$ cat config.mk
export PLATFORM = sky130hd
export DESIGN_NAME = dhcp_option_field_extractor
export DESIGN_NICKNAME = d
export VERILOG_FILES = /design/src/rtl/dofe_pkg.sv /design/src/rtl/dofe_front.sv /design/src/rtl/dofe_queue.sv /design/src/rtl/dofe_back.sv /design/src/rtl/dhcp_option_field_extractor.sv
export SDC_FILE = /design/constraint.sdc
export NUM_CORES = 1
export LEC_CHECK = 0
export BUFFER_PORTS_ARGS = -buffer_cell sky130_fd_sc_hd__buf_2
export CAP_MARGIN = 20
export CORE_MARGIN = 10
export CORE_UTILIZATION = 55
export CTS_BUF_LIST = sky130_fd_sc_hd__clkbuf_2
export DETAILED_ROUTE_END_ITERATION = 16
export PLACE_DENSITY = 0.76
export SLEW_MARGIN = 20
export SYNTH_ARGS = -nofsm -noshare
export SYNTH_HDL_FRONTEND = slang
export SYNTH_SLANG_ARGS = --single-unit
$ cat constraint.sdc
create_clock -name clk_i -period 7.9 [get_ports clk_i]
set_clock_uncertainty 0.15 [all_clocks]
set_input_delay 0.395 -clock clk_i [delete_from_list [all_inputs] [get_ports clk_i]]
set_output_delay 0.395 -clock clk_i [all_outputs]
set_load 0.02 [all_outputs]
$ cat src/rtl/dofe_pkg.sv
// dofe_pkg: types, constants and helpers for the dhcp option field extractor
// shared by the front, queue, back and top-level modules; no dependencies
`timescale 1ns / 1ps
`default_nettype none

package dofe_pkg;

  localparam int unsigned QueueDepthDefault = 2;

  localparam logic [7:0] CodePad       = 8'd0;
  localparam logic [7:0] CodeEnd       = 8'd255;
  localparam logic [7:0] CodeSubnet    = 8'd1;
  localparam logic [7:0] CodeRouter    = 8'd3;
  localparam logic [7:0] CodeDns       = 8'd6;
  localparam logic [7:0] CodeCookie    = 8'd99;
  localparam logic [7:0] CodeMsgType   = 8'd53;
  localparam logic [7:0] CodeServerId  = 8'd54;

  localparam logic [7:0] CookieByte0 = 8'd99;
  localparam logic [7:0] CookieByte1 = 8'd130;
  localparam logic [7:0] CookieByte2 = 8'd83;
  localparam logic [7:0] CookieByte3 = 8'd99;

  typedef enum logic [1:0] {
    STATUS_OK        = 2'd0,
    STATUS_MALFORMED = 2'd1,
    STATUS_NO_TYPE   = 2'd2
  } status_e;

  typedef enum logic [3:0] {
    PH_CODE  = 4'b0001,
    PH_LEN   = 4'b0010,
    PH_VALUE = 4'b0100,
    PH_DONE  = 4'b1000
  } phase_e;

  // one classified byte handed from the front to the back
  typedef struct packed {
    logic [7:0] data_byte;
    logic       last;
    logic       restart;
    logic       short_stream;
  } queue_entry_t;

  function automatic logic [7:0] cookie_byte(input logic [1:0] idx);
    logic [7:0] b;
    case (idx)
      2'd0:    b = CookieByte0;
      2'd1:    b = CookieByte1;
      2'd2:    b = CookieByte2;
      default: b = CookieByte3;
    endcase
    return b;
  endfunction

endpackage

`default_nettype wire

$ cat src/rtl/dofe_front.sv
// dofe_front: accepts option-area bytes, tracks position and the magic cookie
// depends on dofe_pkg
`timescale 1ns / 1ps
`default_nettype none

module dofe_front (
  input  wire logic                  clk_i,
  input  wire logic                  rst_ni,
  input  wire logic                  in_valid_i,
  output logic                       in_ready_o,
  input  wire logic [7:0]            data_byte_i,
  input  wire logic                  last_i,
  output logic                       push_valid_o,
  input  wire logic                  push_ready_i,
  output dofe_pkg::queue_entry_t     push_entry_o
);

  logic [2:0] byte_index_q, byte_index_d;
  logic       cookie_match_q, cookie_match_d;
  logic       in_head;
  logic       match_now;
  logic       accept;

  assign in_ready_o   = push_ready_i;
  assign push_valid_o = in_valid_i;
  assign accept       = in_valid_i && push_ready_i;
  assign in_head      = (byte_index_q < 3'd4);

  always_comb begin
    match_now = cookie_match_q;
    if (in_head && (data_byte_i != dofe_pkg::cookie_byte(byte_index_q[1:0]))) begin
      match_now = 1'b0;
    end
  end

  always_comb begin
    push_entry_o.data_byte    = data_byte_i;
    push_entry_o.last         = last_i;
    push_entry_o.restart      = (byte_index_q == 3'd3) && match_now;
    push_entry_o.short_stream = (byte_index_q < 3'd3);
  end

  always_comb begin
    byte_index_d   = byte_index_q;
    cookie_match_d = cookie_match_q;
    if (accept) begin
      if (last_i) begin
        byte_index_d   = 3'd0;
        cookie_match_d = 1'b1;
      end else begin
        cookie_match_d = match_now;
        if (in_head) begin
          byte_index_d = byte_index_q + 3'd1;
        end
      end
    end
  end

  always_ff @(posedge clk_i or negedge rst_ni) begin
    if (!rst_ni) begin
      byte_index_q   <= 3'd0;
      cookie_match_q <= 1'b1;
    end else begin
      byte_index_q   <= byte_index_d;
      cookie_match_q <= cookie_match_d;
    end
  end

endmodule

`default_nettype wire

$ cat src/rtl/dofe_queue.sv
// dofe_queue: small register fifo of classified bytes between front and back
// depends on dofe_pkg
`timescale 1ns / 1ps
`default_nettype none

module dofe_queue #(
  parameter int unsigned Depth = dofe_pkg::QueueDepthDefault
) (
  input  wire logic                  clk_i,
  input  wire logic                  rst_ni,
  input  wire logic                  push_valid_i,
  output logic                       push_ready_o,
  input  wire dofe_pkg::queue_entry_t push_entry_i,
  output logic                       pop_valid_o,
  input  wire logic                  pop_ready_i,
  output dofe_pkg::queue_entry_t     pop_entry_o
);

  localparam int unsigned PtrW = (Depth > 1) ? $clog2(Depth) : 1;
  localparam int unsigned CntW = $clog2(Depth + 1);
  localparam logic [PtrW-1:0] LastPtr = PtrW'(Depth - 1);
  localparam logic [CntW-1:0] FullCnt = CntW'(Depth);

  dofe_pkg::queue_entry_t entries_q [Depth];
  logic [PtrW-1:0] wr_ptr_q, wr_ptr_d;
  logic [PtrW-1:0] rd_ptr_q, rd_ptr_d;
  logic [CntW-1:0] count_q, count_d;
  logic            push, pop;

  assign push_ready_o = (count_q != FullCnt);
  assign pop_valid_o  = (count_q != '0);
  assign pop_entry_o  = entries_q[rd_ptr_q];
  assign push         = push_valid_i && push_ready_o;
  assign pop          = pop_ready_i && pop_valid_o;

  always_comb begin
    wr_ptr_d = wr_ptr_q;
    rd_ptr_d = rd_ptr_q;
    count_d  = count_q;
    if (push) begin
      wr_ptr_d = (wr_ptr_q == LastPtr) ? '0 : wr_ptr_q + PtrW'(1);
    end
    if (pop) begin
      rd_ptr_d = (rd_ptr_q == LastPtr) ? '0 : rd_ptr_q + PtrW'(1);
    end
    if (push && !pop) begin
      count_d = count_q + CntW'(1);
    end else if (pop && !push) begin
      count_d = count_q - CntW'(1);
    end
  end

  always_ff @(posedge clk_i or negedge rst_ni) begin
    if (!rst_ni) begin
      wr_ptr_q <= '0;
      rd_ptr_q <= '0;
      count_q  <= '0;
    end else begin
      wr_ptr_q <= wr_ptr_d;
      rd_ptr_q <= rd_ptr_d;
      count_q  <= count_d;
    end
  end

  always_ff @(posedge clk_i) begin
    if (push) begin
      entries_q[wr_ptr_q] <= push_entry_i;
    end
  end

endmodule

`default_nettype wire

$ cat src/rtl/dofe_back.sv
// dofe_back: option tlv parser, captured fields and the result register
// depends on dofe_pkg
`timescale 1ns / 1ps
`default_nettype none

module dofe_back (
  input  wire logic                   clk_i,
  input  wire logic                   rst_ni,
  input  wire logic                   pop_valid_i,
  output logic                        pop_ready_o,
  input  wire dofe_pkg::queue_entry_t pop_entry_i,
  output logic                        out_valid_o,
  input  wire logic                   out_ready_i,
  output logic [1:0]                  status_o,
  output logic [7:0]                  dhcp_type_o,
  output logic [31:0]                 subnet_mask_o,
  output logic [31:0]                 router_o,
  output logic [31:0]                 dns_server_o,
  output logic [31:0]                 server_ident_o
);

  dofe_pkg::phase_e phase_q, phase_d;
  logic [7:0]  option_code_q, option_code_d;
  logic [7:0]  option_length_q, option_length_d;
  logic [7:0]  bytes_left_q, bytes_left_d;
  logic [31:0] value_accum_q, value_accum_d;
  logic [7:0]  held_type_q, held_type_d;
  logic [31:0] held_mask_q, held_mask_d;
  logic [31:0] held_router_q, held_router_d;
  logic [31:0] held_dns_q, held_dns_d;
  logic [31:0] held_server_q, held_server_d;

  logic        out_valid_q, out_valid_d;
  logic [1:0]  status_q, status_d;
  logic [7:0]  dhcp_type_q, dhcp_type_d;
  logic [31:0] subnet_mask_q, subnet_mask_d;
  logic [31:0] router_q, router_d;
  logic [31:0] dns_server_q, dns_server_d;
  logic [31:0] server_ident_q, server_ident_d;

  logic        fire;
  logic        out_free;
  logic [7:0]  b;
  logic [7:0]  pos;
  logic [31:0] accum_new;
  logic [7:0]  left_new;
  logic        bad;

  assign out_free    = !out_valid_q || out_ready_i;
  assign pop_ready_o = !pop_entry_i.last || out_free;
  assign fire        = pop_valid_i && pop_ready_o;
  assign b           = pop_entry_i.data_byte;
  assign pos         = option_length_q - bytes_left_q;
  assign accum_new   = (pos < 8'd4) ? {value_accum_q[23:0], b} : value_accum_q;
  assign left_new    = bytes_left_q - 8'd1;

  always_comb begin
    phase_d         = phase_q;
    option_code_d   = option_code_q;
    option_length_d = option_length_q;
    bytes_left_d    = bytes_left_q;
    value_accum_d   = value_accum_q;
    held_type_d     = held_type_q;
    held_mask_d     = held_mask_q;
    held_router_d   = held_router_q;
    held_dns_d      = held_dns_q;
    held_server_d   = held_server_q;
    out_valid_d     = out_valid_q && !out_ready_i;
    status_d        = status_q;
    dhcp_type_d     = dhcp_type_q;
    subnet_mask_d   = subnet_mask_q;
    router_d        = router_q;
    dns_server_d    = dns_server_q;
    server_ident_d  = server_ident_q;
    bad             = 1'b0;

    if (fire) begin
      case (phase_q)
        dofe_pkg::PH_CODE: begin
          if (b == dofe_pkg::CodeEnd) begin
            phase_d = dofe_pkg::PH_DONE;
          end else if (b != dofe_pkg::CodePad) begin
            option_code_d = b;
            phase_d       = dofe_pkg::PH_LEN;
          end
        end
        dofe_pkg::PH_LEN: begin
          option_length_d = b;
          bytes_left_d    = b;
          value_accum_d   = '0;
          phase_d         = (b == 8'd0) ? dofe_pkg::PH_CODE : dofe_pkg::PH_VALUE;
        end
        dofe_pkg::PH_VALUE: begin
          value_accum_d = accum_new;
          if (pos == 8'd0 && option_code_q == dofe_pkg::CodeMsgType &&
              option_length_q == 8'd1) begin
            held_type_d = b;
          end
          if (pos == 8'd3) begin
            if (option_code_q == dofe_pkg::CodeSubnet && option_length_q == 8'd4) begin
              held_mask_d = accum_new;
            end else if (option_code_q == dofe_pkg::CodeRouter) begin
              held_router_d = accum_new;
            end else if (option_code_q == dofe_pkg::CodeDns) begin
              held_dns_d = accum_new;
            end else if (option_code_q == dofe_pkg::CodeServerId &&
                         option_length_q == 8'd4) begin
              held_server_d = accum_new;
            end
          end
          bytes_left_d = left_new;
          if (left_new == 8'd0) begin
            phase_d = dofe_pkg::PH_CODE;
          end
        end
        default: begin
        end
      endcase

      // cookie recognized: drop the parse of the first four bytes
      if (pop_entry_i.restart) begin
        phase_d         = dofe_pkg::PH_CODE;
        bytes_left_d    = '0;
        option_length_d = '0;
        option_code_d   = '0;
        value_accum_d   = '0;
      end

      if (pop_entry_i.last) begin
        bad = pop_entry_i.short_stream || (phase_d == dofe_pkg::PH_LEN) ||
              (phase_d == dofe_pkg::PH_VALUE);
        out_valid_d = 1'b1;
        if (bad) begin
          status_d       = dofe_pkg::STATUS_MALFORMED;
          dhcp_type_d    = '0;
          subnet_mask_d  = '0;
          router_d       = '0;
          dns_server_d   = '0;
          server_ident_d = '0;
        end else begin
          status_d       = (held_type_d == 8'd0) ? dofe_pkg::STATUS_NO_TYPE
                                                 : dofe_pkg::STATUS_OK;
          dhcp_type_d    = held_type_d;
          subnet_mask_d  = held_mask_d;
          router_d       = held_router_d;
          dns_server_d   = held_dns_d;
          server_ident_d = held_server_d;
        end
        phase_d         = dofe_pkg::PH_CODE;
        option_code_d   = '0;
        option_length_d = '0;
        bytes_left_d    = '0;
        value_accum_d   = '0;
        held_type_d     = '0;
        held_mask_d     = '0;
        held_router_d   = '0;
        held_dns_d      = '0;
        held_server_d   = '0;
      end
    end
  end

  always_ff @(posedge clk_i or negedge rst_ni) begin
    if (!rst_ni) begin
      phase_q         <= dofe_pkg::PH_CODE;
      option_code_q   <= '0;
      option_length_q <= '0;
      bytes_left_q    <= '0;
      value_accum_q   <= '0;
      held_type_q     <= '0;
      held_mask_q     <= '0;
      held_router_q   <= '0;
      held_dns_q      <= '0;
      held_server_q   <= '0;
      out_valid_q     <= 1'b0;
    end else begin
      phase_q         <= phase_d;
      option_code_q   <= option_code_d;
      option_length_q <= option_length_d;
      bytes_left_q    <= bytes_left_d;
      value_accum_q   <= value_accum_d;
      held_type_q     <= held_type_d;
      held_mask_q     <= held_mask_d;
      held_router_q   <= held_router_d;
      held_dns_q      <= held_dns_d;
      held_server_q   <= held_server_d;
      out_valid_q     <= out_valid_d;
    end
  end

  always_ff @(posedge clk_i) begin
    status_q       <= status_d;
    dhcp_type_q    <= dhcp_type_d;
    subnet_mask_q  <= subnet_mask_d;
    router_q       <= router_d;
    dns_server_q   <= dns_server_d;
    server_ident_q <= server_ident_d;
  end

  assign out_valid_o    = out_valid_q;
  assign status_o       = status_q;
  assign dhcp_type_o    = dhcp_type_q;
  assign subnet_mask_o  = subnet_mask_q;
  assign router_o       = router_q;
  assign dns_server_o   = dns_server_q;
  assign server_ident_o = server_ident_q;

endmodule

`default_nettype wire

$ cat src/rtl/dhcp_option_field_extractor.sv
// dhcp_option_field_extractor: top level of the dhcp options field extractor
// depends on dofe_pkg, dofe_front, dofe_queue and dofe_back
`timescale 1ns / 1ps
`default_nettype none

// Takes the DHCP options area one byte per transaction, last_i marking the
// final byte, and returns one result transaction per options area holding the
// message type, subnet mask, router, DNS server and server identifier, with a
// status (0 ok, 1 malformed or truncated, 2 message type zero or absent). A
// leading magic cookie is skipped. The block takes one byte per clock cycle
// while the queue has room; every byte is written into the QueueDepth-entry
// queue and is parsed as it leaves, so the result of a final byte is loaded
// into the output register as that byte is popped from the queue. Bytes keep
// flowing while a result waits; a further final byte waits at the head of the
// queue until the output register is emptied, and input stalls once the queue
// is full behind it.
module dhcp_option_field_extractor #(
  parameter int unsigned QueueDepth = dofe_pkg::QueueDepthDefault
) (
  input  wire logic        clk_i,
  input  wire logic        rst_ni,
  input  wire logic        in_valid_i,
  output logic             in_ready_o,
  input  wire logic [7:0]  data_byte_i,
  input  wire logic        last_i,
  output logic             out_valid_o,
  input  wire logic        out_ready_i,
  output logic [1:0]       status_o,
  output logic [7:0]       dhcp_type_o,
  output logic [31:0]      subnet_mask_o,
  output logic [31:0]      router_o,
  output logic [31:0]      dns_server_o,
  output logic [31:0]      server_ident_o
);

  logic                   push_valid, push_ready;
  dofe_pkg::queue_entry_t push_entry;
  logic                   pop_valid, pop_ready;
  dofe_pkg::queue_entry_t pop_entry;

  dofe_front u_front (
    .clk_i        (clk_i),
    .rst_ni       (rst_ni),
    .in_valid_i   (in_valid_i),
    .in_ready_o   (in_ready_o),
    .data_byte_i  (data_byte_i),
    .last_i       (last_i),
    .push_valid_o (push_valid),
    .push_ready_i (push_ready),
    .push_entry_o (push_entry)
  );

  dofe_queue #(
    .Depth (QueueDepth)
  ) u_queue (
    .clk_i        (clk_i),
    .rst_ni       (rst_ni),
    .push_valid_i (push_valid),
    .push_ready_o (push_ready),
    .push_entry_i (push_entry),
    .pop_valid_o  (pop_valid),
    .pop_ready_i  (pop_ready),
    .pop_entry_o  (pop_entry)
  );

  dofe_back u_back (
    .clk_i          (clk_i),
    .rst_ni         (rst_ni),
    .pop_valid_i    (pop_valid),
    .pop_ready_o    (pop_ready),
    .pop_entry_i    (pop_entry),
    .out_valid_o    (out_valid_o),
    .out_ready_i    (out_ready_i),
    .status_o       (status_o),
    .dhcp_type_o    (dhcp_type_o),
    .subnet_mask_o  (subnet_mask_o),
    .router_o       (router_o),
    .dns_server_o   (dns_server_o),
    .server_ident_o (server_ident_o)
  );

endmodule

`default_nettype wire
# Word-level counts from Yosys, hierarchy flattened
# Memories as Yosys holds them, arrays and structs flattened.
# Cells that the tools add are included.
# op_classes
n_eq_ne	20
add_sub_neg	7
order_cmp	3
reduce_logical	37
muxes	63
# op_table
cell	count
32-bit 2-to-1 mux	25
8-bit 2-to-1 mux	14
32-bit case mux with 2 select lines	1
8-bit logical NOT	4
8-bit case mux with 2 select lines	2
4-bit 2-to-1 mux	6
8-bit by 1-bit equality test with 1-bit output (second input constant)	2
8-bit by 2-bit equality test with 1-bit output (second input constant)	2
8-bit by 3-bit equality test with 1-bit output (second input constant)	2
8-bit by 6-bit equality test with 1-bit output (second input constant)	2
4-bit case mux with 3 select lines	1
1-bit logical AND	11
3-bit 2-to-1 mux	3
3-bit nonzero test	3
4-bit by 2-bit equality test with 1-bit output (second input constant)	2
4-bit by 3-bit equality test with 1-bit output (second input constant)	2
8-bit equality test (second input constant)	1
8-bit by 3-bit < comparator with 1-bit output (second input constant)	1
1-bit 2-to-1 mux	8
8-bit != test	1
2-bit AND reduction	4
8-bit nonzero test	1
8-bit by 1-bit subtractor with 8-bit output (second input constant)	1
8-bit subtractor	1
other kinds (18)	30
# totals
regBits	343
elab_cells	153
ramBits	22
mem_count	1
in_bits	13
output_inout_bits	140
# memory_table
memory	depth	word_bits	read_ports	rd_ports_with_merged_regs	write_ports	line_no	text
u_queue.entries_q	2	11	1	0	1	dofe_queue.sv:24	dofe_pkg::queue_entry_t entries_q [Depth];

# Depth between registers and ports, before layout
# logic_depth
word_depth	10
ltp_mapped	14
mapped_depth_nobuf	11

# Hierarchy
# From an unflattened synthesis, not the netlist that was laid out.
# hier_totals
hier_cells	1452
area_unflattened_um2	17220.3
# modules_own_cells
mod	seq_area_each_um2	area_per_inst_um2	cells_each	instances
dofe_back	9049.9	15815.2	1354	1
dofe_queue	760.7	1003.5	52	1
dofe_front	101.3	401.6	46	1

# Least setup slack after synthesis
# No wires, ideal clock.
# synth_path
kind	reg-to-reg
startpoint	register u_queue.rd_ptr_q
endpoint	register u_back.dhcp_type_q[0] (netlist: u_back.dhcp_type_o[0]), enable pin
path_slack_ns	0.169
setup_ns	0.638
t_required_ns	7.112
stages_incl_launch_ff	8
period_less_slack_ns	7.731
path_buffers	2
arrival_ns	6.943
cell_sequence	dfrtp_1 > buf_4 > mux2i_1 > nor2_1 > nor2_1 > inv_1 > clkbuf_1 > nor2_1
# synth_via
elab_chain_len	5
# synth_lines
item	line_no	text
start, declared	dofe_queue.sv:26	logic [PtrW-1:0] rd_ptr_q, rd_ptr_d;
start signal, assigned	dofe_queue.sv:60	rd_ptr_q <= rd_ptr_d;
memory read 2 x 11 bit *	n/a	
1-bit logical NOT	dofe_back.sv:50	assign pop_ready_o = !pop_entry_i.last || out_free;
1-bit logical OR	dofe_back.sv:50	
1-bit logical AND	dofe_back.sv:51	assign fire = pop_valid_i && pop_ready_o;
2-bit AND reduction (no source line) *	n/a	
end signal, assigned	dofe_back.sv:193	dhcp_type_q <= dhcp_type_d;
end, declared	dofe_back.sv:35	logic [7:0] dhcp_type_q, dhcp_type_d;
# Mark *: on every way between the ends. The rest lies on a longest branch, timed or not.
# A chain may end at the register's enable or synchronous reset.

# Worst setup path in the final report
# layout_path
startpoint	register u_queue.rd_ptr_q
endpoint	register u_back.dns_server_q[31] (netlist: u_back.dns_server_o[31]), enable pin
# layout_via
elab_chain_len	5
# layout_lines
item	line_no	text
memory read 2 x 11 bit *	n/a	
1-bit logical NOT	dofe_back.sv:50	
1-bit logical OR	dofe_back.sv:50	
1-bit logical AND	dofe_back.sv:51	
2-bit AND reduction (no source line) *	n/a	
end signal, assigned	dofe_back.sv:196	dns_server_q <= dns_server_d;
end, declared	dofe_back.sv:38	logic [31:0] dns_server_q, dns_server_d;
# Marked as above.

==> run_results.csv <==
group,metric,value,unit
outcome,outcome,"complete, no violations",
placed_design,place.port_buffers,152,
clocking,cts_hold_buffers,13,
clocking,post_cts_resize_count,0,
clocking,cts_buffers,88,
synth,synth-seq-area-share,62.36,%
clocking,sink_count,357,
synth,syn-instance-count,1363,
route,finalWirelength,43.06,mm
grt,track_usage,23.82,%
floorplan,fp.dieArea,35530,µm²
sta,slew_limit_headroom,30.13,%
synth,synth_async_sr_flop_share,55.18,%
sta,finalSetupViolations,0,
sta,final_min_period_over_clock_period,60.57,%
route,routed_via_density,6.069,
synth,mappedNetlistNets,1392,
sta,timing.final.hold_violations,0,
synth,yosys_register_bits,357,
grt,use_met2,38.30,%
hold_path,worstHoldPathCells,2,
synth,largest_family_of_logic_cells_by_synthesized_area,"compound AO/OA/AOI/OAI gates",
synth,synth_compound_gate_area_share,17.33,%
route,firstDrtPassIters,5,
worst_setup_path,rr_endpoint,"u_back.dns_server_o[31]$_SDFFCE_PP0P_",
pwr,leakagePower,6.999,nW
synth,synth-warning-count,0,
clocking,ctsHtreeMaxLevel,3,
clocking,tritoncts,"yes",
floorplan,floorplan.initialDensity,55.89,%
flow_run,max-cap-violations,0,
synth,synthSimpleGateAreaFrac,12.48,%
synth,synth_xor_area_share,0.5609,%
synth,syn_avg_cell_area,11.46,µm²
hold_path,hp-start,"data_byte_i[5]",
grt,grt_max_degree,125,
worst_setup_path,startpoint_to_endpoint_class_of_the_critical_path,"reg2reg",
synth,postSynth.topFlopCell,"dfrtp_1",
grt,grt_first_pass_wirelength,68.23,mm
placed_design,gpl.final_weighted_congestion,0.8892,
grt,number_of_antenna_violations_at_the_first_check_in_global_routing,1,
layout,final_nets,1578,
sta,slew_violations,0,
placed_design,hpwlAfterDp,26.86,mm
layout,area_growth,13.25,%
sta,timing.fmax,209.0,MHz
synth,yosys-top-cells-area,"dfrtp_1, edfxtp_1, o2bb2ai_1",
floorplan,floorplan.rows,61,
route,drt_drc_violations_left,0,
synth,synth_top_area_cell,"dfrtp_1",
synth,edff_count_synth,160,
floorplan,io-pin-count,153,
sta,worst_slew_pin_slew,1040,ps
floorplan,die_height,188.5,µm
pwr,irDropWorstVdd,270.5,µV
worst_setup_path,worstSetupStartpointType,"register",
grt,global_route.usage.met1,30.80,%
route,drt_iter0_drc,1407,
sta,hold_slack,93.63,ps
clocking,clkSlewWorstSetupHoldPaths,110,ps
worst_setup_path,critical_path_peak_fanout,60,
placed_design,dp_cells,1821,
floorplan,die_width,188.5,µm
synth,mappedNetlistArea,15610,µm²
synth,yosys.area_share.adder,1.330,%
clocking,cts-root-to-sink-buffers,3,
hold_path,whs_endpoint,"u_queue.entries_q[1][8]$_DFFE_PP_",
grt,met3_capacity_usage_during_global_routing,5.890,%
layout,count_of_placed_standard_cells_in_the_final_layout_fillers_left_out,1999,
pwr,post-layout-total-power,0.006403,W
route,detail-route-antenna-nets,0,
sta,final.min_clock_period,4785,ps
worst_setup_path,crit-reg2reg-launch,"u_queue.rd_ptr_q$_DFFE_PN0P_",
synth,netlist.area_leader.share,31.25,%
grt,globalRoute.totalOverflow,0,
clocking,postCtsSetupRepairBufs,0,
worst_setup_path,reg2regPathDepth,6,
layout,layout-drive-gt1-share,22.35,%
route,wire_per_inst,21.54,µm
worst_setup_path,regToRegSetupSlack,3110,ps
pwr,p_per_area,362.1,nW/µm²
grt,globalRoute.busiestLayer,"met2",
floorplan,coreArea,27930,µm²
clocking,clockRootBuffer,"clkbuf_2",
hold_path,timing.hold.worst.class,"in2reg",
synth,multiplexer_fraction_of_the_synthesized_cell_area,2.628,%
clocking,clock_insertion_delay_worst_skew,890,ps
route,vias,12130,
worst_setup_path,critPathCaptureType,"register",
worst_setup_path,crit_arrival,5100,ps
sta,grt_setup_unrepaired,"no",
grt,first_global_vias,12130,
synth,ys_types,63,
worst_setup_path,worst-endpoint-required,8220,ps
sta,tns,0,ps
[power breakdown]
group | switching (W) | internal, W | total [W]
clock network | 0.000750 | 0.000466 | 0.00122
registers | 0.000216 | 0.00242 | 0.00264
logic | 0.00188 | 0.000671 | 0.00255
[worst max-delay path, cell delays in order (launching register included)]
cell	delay [ps]
dfrtp_1	1010
mux2i_1	470
nor2_1	90
nor2_1	620
inv_1	500
nor2_4	730
buf_4	720
[metrics by stage]
step | area [µm²] | util [%] | setup slack [ps]
6_report | 17680 | 63.30 | 3115
5_1_grt | 17680 | 63.30 | 2668
4_1_cts | 17610 | 63.06 | 3091
3_5_place_dp | 16680 | 59.72 | 3205
3_3_place_gp | 16680 | 59.71 | 3368
2_1_floorplan | 15610 | - | 169.3
[cell type report]
type / count / area, µm²
fillers: 2278 / 10250
flip-flops and latches: 357 / 9737
multi-input cells: 891 / 5450
repair buffers: 192 / 1145
clock buffers: 126 / 630.6
well taps: 378 / 473.0
clock inverters: 35 / 172.7
inverters: 19 / 71.32
diodes: 1 / 2.502
[Yosys cell counts, drive strengths merged, types with 3 or more instances]
| cell type | instances |
|---|---|
| nand3b | 4 |
| mux2i | 14 |
| nor3 | 16 |
| or3 | 5 |
| nand2 | 296 |
| clkbuf | 61 |
| o2bb2ai | 136 |
| a22o | 31 |
| nand3 | 7 |
| nor4b | 3 |
| inv | 19 |
| nor2 | 40 |
| buf | 35 |
| and3 | 3 |
| nor2b | 7 |
| o31ai | 6 |
| edfxtp | 160 |
| and2 | 5 |
| xnor2 | 5 |
| or4 | 10 |
| nand2b | 6 |
| o21ai | 52 |
| a21oi | 144 |
| dfrtp | 195 |
| ha | 15 |
| mux2 | 24 |
| a21o | 6 |
| nand4 | 6 |
| xor2 | 5 |
| o21a | 3 |
| nor4 | 15 |
[cell usage in the layout, fill, tap and decap left out, types with 6 or more instances in the layout]
cell type / n
o2bb2ai_1: 136
buf_4: 24
edfxtp_1: 160
mux2_2: 23
nand2b_1: 6
mux2i_1: 14
or4_1: 8
a21o_1: 6
nor3_1: 14
o21ai_0: 43
nor2_1: 38
clkinv_1: 26
a21oi_1: 143
clkbuf_2: 126
dfrtp_1: 195
buf_2: 151
inv_1: 19
dlygate4sd3_1: 14
nor4_1: 10
nand2_1: 296
nand3_1: 6
nor2b_1: 7
ha_1: 15
a22o_1: 31
[layer usage]
layer | wire length [µm] | vias up
li1 | - | 5423
met1 | 17150 | 5972
met2 | 20820 | 643
met3 | 4027 | 93
met4 | 1060 | 0
met5 | 0 | -
[cell families after synthesis]
family	count (synthesis)
AO/OA/AOI/OAI	396
adder cells (fa/ha/maj)	16
multiplexers	38
flip-flops	357
XOR/XNOR	10
AND/OR/NAND/NOR	431
buffers and inverters	115
[state kept, by name (all words and copies together) (netlist names), 24 cells and up]
name                   flops
u_back.dns_server_o       32
u_back.held_dns_q         32
u_back.held_mask_q        32
u_back.held_router_q      32
u_back.held_server_q      32
u_back.router_o           32
u_back.server_ident_o     32
u_back.subnet_mask_o      32
u_back.value_accum_q      24
[worst max-delay path by stage]
stage                                 startpoint                                      end  slack [ps]  cells after the start
global route        u_queue.rd_ptr_q$_DFFE_PN0P_  u_back.server_ident_o[30]$_SDFFCE_PP0P_        2670                      6
floorplan           u_queue.rd_ptr_q$_DFFE_PN0P_      u_back.dhcp_type_o[0]$_SDFFCE_PP0P_         170                      7
detailed placement  u_queue.rd_ptr_q$_DFFE_PN0P_  u_back.server_ident_o[25]$_SDFFCE_PP0P_        3210                      6
finish              u_queue.rd_ptr_q$_DFFE_PN0P_    u_back.dns_server_o[31]$_SDFFCE_PP0P_        3110                      6
global placement    u_queue.rd_ptr_q$_DFFE_PN0P_  u_back.server_ident_o[25]$_SDFFCE_PP0P_        3370                      6
CTS                 u_queue.rd_ptr_q$_DFFE_PN0P_  u_back.server_ident_o[30]$_SDFFCE_PP0P_        3090                      6
No activity file was read; power rests on OpenSTA's default activity.
